<file path="src/sv/srn_pkg.sv">
`timescale 1ns / 1ps
// ----------------------------------------------------------------------------
// srn_pkg: shared types and constants for the sparse row normalizer
// Field widths, fixed-point limits, command/status codes and sequencer states.
// ----------------------------------------------------------------------------
package srn_pkg;

	localparam int VALUE_BITS   = 32;
	localparam int FRAC_BITS    = 16;
	localparam int IDX_BITS     = 10;
	localparam int MAX_ROWS     = 2 ** IDX_BITS;
	localparam int COUNT_BITS   = 21;
	localparam int CMD_BITS     = 2;
	localparam int STAT_BITS    = 2;
	localparam int HI_SHIFT     = VALUE_BITS - FRAC_BITS;
	localparam int DIV_CNT_BITS = $clog2(VALUE_BITS);

	typedef logic [VALUE_BITS-1:0] value_t;
	typedef logic [IDX_BITS-1:0]   idx_t;
	typedef logic [COUNT_BITS-1:0] count_t;
	typedef logic [CMD_BITS-1:0]   cmd_t;
	typedef logic [STAT_BITS-1:0]  stat_t;

	localparam value_t POS_LIMIT = {1'b0, {(VALUE_BITS-1){1'b1}}};
	localparam value_t NEG_LIMIT = {1'b1, {(VALUE_BITS-1){1'b0}}};
	// 1.0, or the largest positive value where 1.0 does not fit
	localparam value_t ONE_FIX   = (FRAC_BITS < VALUE_BITS - 1) ?
		(value_t'(1) << FRAC_BITS) : POS_LIMIT;
	localparam count_t COUNT_MAX = {COUNT_BITS{1'b1}};

	localparam cmd_t CMD_RECORD = 2'd0;
	localparam cmd_t CMD_XFORM  = 2'd1;
	localparam cmd_t CMD_CLEAR  = 2'd2;

	localparam stat_t STAT_OK     = 2'd0;
	localparam stat_t STAT_NODIAG = 2'd1;
	localparam stat_t STAT_SAT    = 2'd2;

	typedef enum logic [2:0] {
		ST_CLEAR,
		ST_IDLE,
		ST_LOOK,
		ST_DIVW,
		ST_FIN,
		ST_EMIT
	} state_t;

	// write port of the diagonal table
	typedef struct packed {
		logic   en;
		idx_t   addr;
		logic   seen;
		value_t data;
	} mem_wr_t;

endpackage

</file>
<file path="src/sv/srn_div.sv">
`timescale 1ns / 1ps
// ----------------------------------------------------------------------------
// srn_div: radix-2 restoring divider for fixed-point quotients
// Computes (num << FRAC_BITS) / den on magnitudes, one quotient bit per cycle.
// Caller guarantees the quotient fits in VALUE_BITS (num >> HI_SHIFT < den).
// ----------------------------------------------------------------------------
module srn_div (
	input  logic            clk,
	input  logic            arst_n,
	input  logic            start,
	input  srn_pkg::value_t num,
	input  srn_pkg::value_t den,
	output logic            done,
	output srn_pkg::value_t quot
);

	srn_pkg::value_t                   rem_q;
	srn_pkg::value_t                   dq_q;
	srn_pkg::value_t                   den_q;
	logic [srn_pkg::DIV_CNT_BITS-1:0]  cnt_q;
	logic                              busy_q;
	logic                              done_q;

	logic [srn_pkg::VALUE_BITS:0]      trial;
	logic [srn_pkg::VALUE_BITS:0]      diff;
	logic                              ge;

	assign trial = {rem_q, dq_q[srn_pkg::VALUE_BITS-1]};
	assign diff  = trial - {1'b0, den_q};
	assign ge    = trial >= {1'b0, den_q};

	always_ff @(posedge clk or negedge arst_n) begin
		if (!arst_n) begin
			busy_q <= 1'b0;
			done_q <= 1'b0;
			cnt_q  <= '0;
		end else begin
			done_q <= busy_q && (cnt_q == '0);
			if (start) begin
				busy_q <= 1'b1;
				cnt_q  <= srn_pkg::DIV_CNT_BITS'(srn_pkg::VALUE_BITS - 1);
			end else if (busy_q) begin
				if (cnt_q == '0) begin
					busy_q <= 1'b0;
				end else begin
					cnt_q <= cnt_q - 1'b1;
				end
			end
		end
	end

	// dividend low bits shift out of dq_q while quotient bits shift in
	always_ff @(posedge clk) begin
		if (start) begin
			rem_q <= num >> srn_pkg::HI_SHIFT;
			dq_q  <= num << srn_pkg::FRAC_BITS;
			den_q <= den;
		end else if (busy_q) begin
			rem_q <= ge ? diff[srn_pkg::VALUE_BITS-1:0] : trial[srn_pkg::VALUE_BITS-1:0];
			dq_q  <= {dq_q[srn_pkg::VALUE_BITS-2:0], ge};
		end
	end

	assign done = done_q;
	assign quot = dq_q;

endmodule

</file>
<file path="config.mk">
export PLATFORM = sky130hd
export DESIGN_NAME = srn_div
export DESIGN_NICKNAME = d
export VERILOG_FILES = /design/src/sv/srn_pkg.sv /design/src/sv/srn_div.sv
export SDC_FILE = /design/constraint.sdc
export NUM_CORES = 1
export LEC_CHECK = 0
export ABC_AREA = 0
export BUFFER_PORTS_ARGS = -buffer_cell sky130_fd_sc_hd__buf_2
export CAP_MARGIN = 20
export CELL_PAD_IN_SITES_DETAIL_PLACEMENT = 1
export CELL_PAD_IN_SITES_GLOBAL_PLACEMENT = 1
export CORE_ASPECT_RATIO = 0.7
export CORE_MARGIN = 5
export CORE_UTILIZATION = 35
export CTS_CLUSTER_DIAMETER = 120
export DETAILED_ROUTE_END_ITERATION = 8
export GPL_TIMING_DRIVEN = 1
export PLACE_DENSITY = 0.66
export SYNTH_ARGS = -nofsm -noshare
export SYNTH_HDL_FRONTEND = slang
export SYNTH_SLANG_ARGS = --single-unit
</file>
<file path="constraint.sdc">
create_clock -name clk -period 3.54 [get_ports clk]
set_input_delay 0.885 -clock clk [delete_from_list [all_inputs] [get_ports clk]]
set_output_delay 0.885 -clock clk [all_outputs]
set_load 0.05 [all_outputs]
</file>
# Word level (Yosys, flattened, before mapping)
# Index checks and enable logic that the tools add are counted.
[op_classes]
addsub = 2
n_reduce_logical = 4
n_eq_ne = 1
magnitude_cmp = 1
n_mux = 11
[op_table]
columns = ["operator", "count"]
rows = [
  ["32-bit 2-to-1 mux", 3],
  ["33-bit by 32-bit greater-or-equal comparator with 1-bit output", 1],
  ["16-bit 2-to-1 mux", 2],
  ["32-bit subtractor", 1],
  ["5-bit 2-to-1 mux", 3],
  ["5-bit zero test", 1],
  ["5-bit by 1-bit subtractor with 5-bit output, second input constant", 1],
  ["1-bit 2-to-1 mux", 3],
  ["2-bit != test, second input constant", 1],
  ["2-bit AND reduction", 1],
  ["2-bit nonzero test", 1],
  ["1-bit logical AND", 1],
]
[totals]
elab_cells = 27
ff_bits = 103

# Longest topological paths before layout
[logic_depth]
word_depth = 4
depth_mapped = 14

# Least setup slack after synthesis
# No wires, ideal clock.
[synth_path]
path_kind = "reg-to-reg"
startpoint = "reg dq_q[31] (netlist: quot[31])"
endpoint = "reg rem_q[28]"
setup_time_ns = 0.133
required_ns = 3.407
arrival_ns = 2.913
synth_period_minus_slack_ns = 3.046
stages_incl_launch_ff = 13
path_buffers = 0
path_slack_ns = 0.494
path_cell_list = "edfxtp_1 inv_1 ha_1 fa_1 nor2b_1 o31a_1 o31a_1 o31a_1 o21ai_2 a31oi_1 o211a_1 a2111oi_0 nor3_1"
[synth_between]
elab_chain_len = 2
elab_cells_between_ends = 3
cone_classes = "add/sub (1); order compare (1); mux (1)"
[synth_lines]
columns = ["element", "line", "rtl"]
rows = [
  ["from (decl)", "srn_div.sv:18", "srn_pkg::value_t dq_q;"],
  ["from (signal assigned)", "srn_div.sv:56", "dq_q <= num << srn_pkg::FRAC_BITS;"],
  ["from (signal assigned)", "srn_div.sv:60", "dq_q <= {dq_q[srn_pkg::VALUE_BITS-2:0], ge};"],
  ["32-bit subtractor or 33-bit by 32-bit greater-or-equal comparator with 1-bit output (tied branches)", "srn_div.sv:29, srn_div.sv:30", ""],
  ["32-bit 2-to-1 mux (*)", "srn_div.sv:59", "rem_q <= ge ? diff[srn_pkg::VALUE_BITS-1:0] : trial[srn_pkg::VALUE_BITS-1:0];"],
  ["to (signal assigned)", "srn_div.sv:55", "rem_q <= num >> srn_pkg::HI_SHIFT;"],
  ["to (signal assigned)", "srn_div.sv:59", ""],
  ["to (decl)", "srn_div.sv:17", "srn_pkg::value_t rem_q;"],
]
# Mark *: on every way between the ends. The rest lies on a longest branch, timed or not.
# A chain may end at the register's enable or synchronous reset.

# Final worst setup path
# Same ends and word-level chain as after synthesis.

==> run metrics <==
status=finished, final reports clean; cell repeated most along the worst path=o31a_1; Mapped Cells=614; initial antenna violation count=0; top post-synthesis cells by area=edfxtp_1 32%, dfxtp_1 11%, ha_1 7.2%; Crit path required time=about 3.8 ns; synth warn=0; Routed Antenna Nets=0; Tmin final=3.27 ns; DR vias=~5000; Slew Limit Fails=0; die width=166 µm; gpl congestion=0.870; Synth cell types=62; Post-synth EDFFs=64; std cell rows=39; Worst Setup Start Kind=flop; H-tree levels=3; layout net count=816; crit-path max cell delay=0.43 ns; final setup TNS=0 ns; Clock Tree Buf Depth=2; pwr dens=778 mW/mm²; static leakage=about 3.2 nW; Synth Area in Simple Gates=13.6%; I/O pin count=100; Syn Std Cell Area=0.00594 mm²; Adder-Cell Fraction of Synth Area=7.50%; first-pass GRT wire length=about 27000 µm; CP Max Fanout=4; syn_area_per_cell=9.68 µm²; DR vias/cell=between 5 and 6; clock root cell=clkbuf_16; max_cap viols=0; XOR/XNOR share of the synthesized area=3.54%; Max Fclk=roughly 310 MHz; detailed-route wire length per cell=about 17 µm; Core Area=0.0165 mm²; Die ar.=roughly 0.02 mm²; maximum VDD drop=0.268 mV; largest net degree at the start of global routing=47; post-layout util=42.6%; mux share of post-synthesis cell area=slightly below 5%; unrepaired setup endpoints after global routing=no; gr usage total=between 15 and 20%; # setup viols final=0; cell area after layout=0.00703 mm²; CP Cell Sequence=inv_1 > ha_1 > fa_1 > nor2b_1 > o31a_1 > o31a_1 > o31a_1 > o21ai_2 > a31oi_1 > o211a_1 > a2111oi_0 > nor3_1; TritonCTS Sinks=a little over 100; GRT overflow=0; Residual DRC=0; WP buf/inv=1; DP Cell Count=between 900 and 1000; HP Class=input pin to async pin; Worst Path Arrival=3.50 ns; clock buffer count from CTS=9; Post-Layout Cell Count=944; Slew Limit Headroom=49.7%; CP Capture Type=flop; CP top delay family=compound AO/OA/AOI/OAI gates; skew final=0.0101 ns; main combinational cell family by area after synthesis=compound AO/OA/AOI/OAI gates; IO buf count=99; origin of the critical flop-to-flop path=quot[31]$_DFFE_PP_; Synth Register Bits=103; worst skew pair latency=0.36 ns; Synth top area share=between 30% and 40%; Setup CP Type=flop to flop; Post-Syn Nets=slightly above 700; Antenna diodes=0; drt pass-1 iters=4; CTS tree=done; Synth Flop Type=edfxtp_1; largest area contributor in the netlist=edfxtp_1; Post-CTS Resized=0; R2R depth=12; clock transition at the registers of the reported paths=0.07 ns; Fin Hold WS=0.351 ns; CTS Hold Bufs=0; Initial Util=about 36%; Iteration-0 DRC Markers=267; final WL=16200 µm; vias in the first global route=5136; DP Wirelength=~12000 µm; Post CTS Setup Buffer Count=0; Reg-to-Reg End=rem_q[28]$_SDFFE_PP0P_; async set or reset register ratio after synthesis=6.80%; sequential area share after synthesis=a little under half; flop-to-flop setup slack=0.27 ns; Cell Area, Placed=0.00672 mm²; actual slew at the worst max-slew pin=between 0.7 and 0.8 ns; synth-to-layout area growth=18.4%; Final Hold Viols=0; Final period util=92.5%; complex-gate fraction of the synthesized area=between 10% and 20%; Critical-path top delay cell=a2111oi_0; ratio of cells with drive above 1 in the final layout=21.3%; Die H=roughly 120 µm
[metrics by stage]
stage	setup slack [ns]	total power, W
final	0.266	0.00547
after global routing	0.00933	0.00591
after CTS	0.229	0.00552
after detailed placement	0.284	0.00441
after global placement	0.395	0.00433
after floorplan	0.494	0.00369
[cell families after synthesis]
logic type | count (synthesis)
XOR/XNOR | 24
adder cells (fa/ha/maj) | 35
AO/OA/AOI/OAI | 168
AND/OR/NAND/NOR | 179
flip-flops | 103
multiplexers | 28
buffers and inverters | 77
[cells in the mapped netlist, drive strengths merged (5+ instances only)]
library cell,count
nor3,5
xor2,9
dfrtp,7
ha,34
inv,51
nand2,63
xnor2,15
nand4,5
a21o,8
nand3,12
dfxtp,32
o211ai,6
a31oi,8
buf,13
nand2b,5
clkbuf,13
a311oi,11
o31a,5
nor2,65
mux2i,16
o21ai,27
edfxtp,64
a21oi,50
o21bai,5
a22o,15
mux2,12
nor2b,6
a211oi,6
o21a,6
[area by class of cell]
class | count | area, µm²
Multi-Input combinational cell | 434 | 2890
Timing Repair Buffer | 115 | 618
Clock inverter | 5 | 60.1
Sequential cell | 103 | 2740
Fill cell | 1949 | 9460
Tap cell | 225 | 282
Inverter | 51 | 191
Clock buffer | 11 | 254
[layout by cell type, fill, tap and decap left out, types with 7 or more instances in the layout]
cell type and instances:
buf_2 98, nor2_1 65, edfxtp_1 64, nand2_1 63
inv_1 50, a21oi_1 50, ha_1 34, dfxtp_1 32
o21ai_0 24, buf_4 17, mux2i_1 16, xnor2_1 15
a22o_1 15, nand3_1 12, mux2_2 12, a311oi_1 11
clkbuf_16 10, xor2_1 9, a21o_1 8, a31oi_1 8
dfrtp_1 7
[how the worst max path moves through the flow]
stage                             start                     end  slack (ns)  depth (start not counted)
finish               quot[31]$_DFFE_PP_  rem_q[28]$_SDFFE_PP0P_        0.27                         12
global route        rem_q[15]$_DFFE_PP_  rem_q[28]$_SDFFE_PP0P_       0.009                         11
CTS                 rem_q[15]$_DFFE_PP_  rem_q[26]$_SDFFE_PP0P_        0.23                         11
detailed placement   quot[31]$_DFFE_PP_  rem_q[28]$_SDFFE_PP0P_        0.28                         12
global placement     quot[31]$_DFFE_PP_  rem_q[28]$_SDFFE_PP0P_        0.40                         12
floorplan            quot[31]$_DFFE_PP_  rem_q[28]$_SDFFE_PP0P_        0.49                         12
[routing by layer]
layer  GRT usage, %  wire (µm)  up-vias  part of all wire, %
li1               -          -     2418                    -
met1           23.1       8090     2400                   50
met2           25.8       7220       91                   45
met3           3.61        704       12                  4.3
met4           3.97        164        0                  1.0
met5              0          0        -                    0
[report_power, final]
part	switching, W	leakage [nW]	internal (W)
clock network	0.000463	0.152	0.000596
logic	0.00163	2.03	0.00109
registers	0.000155	0.987	0.00154
[flip-flops by register name (all words and copies together) (netlist names)]
register	cells
den_q	32
quot	32
rem_q	32
cnt_q	5
busy_q	1
done	1
Note: power is estimated with default switching activity, not from simulation.
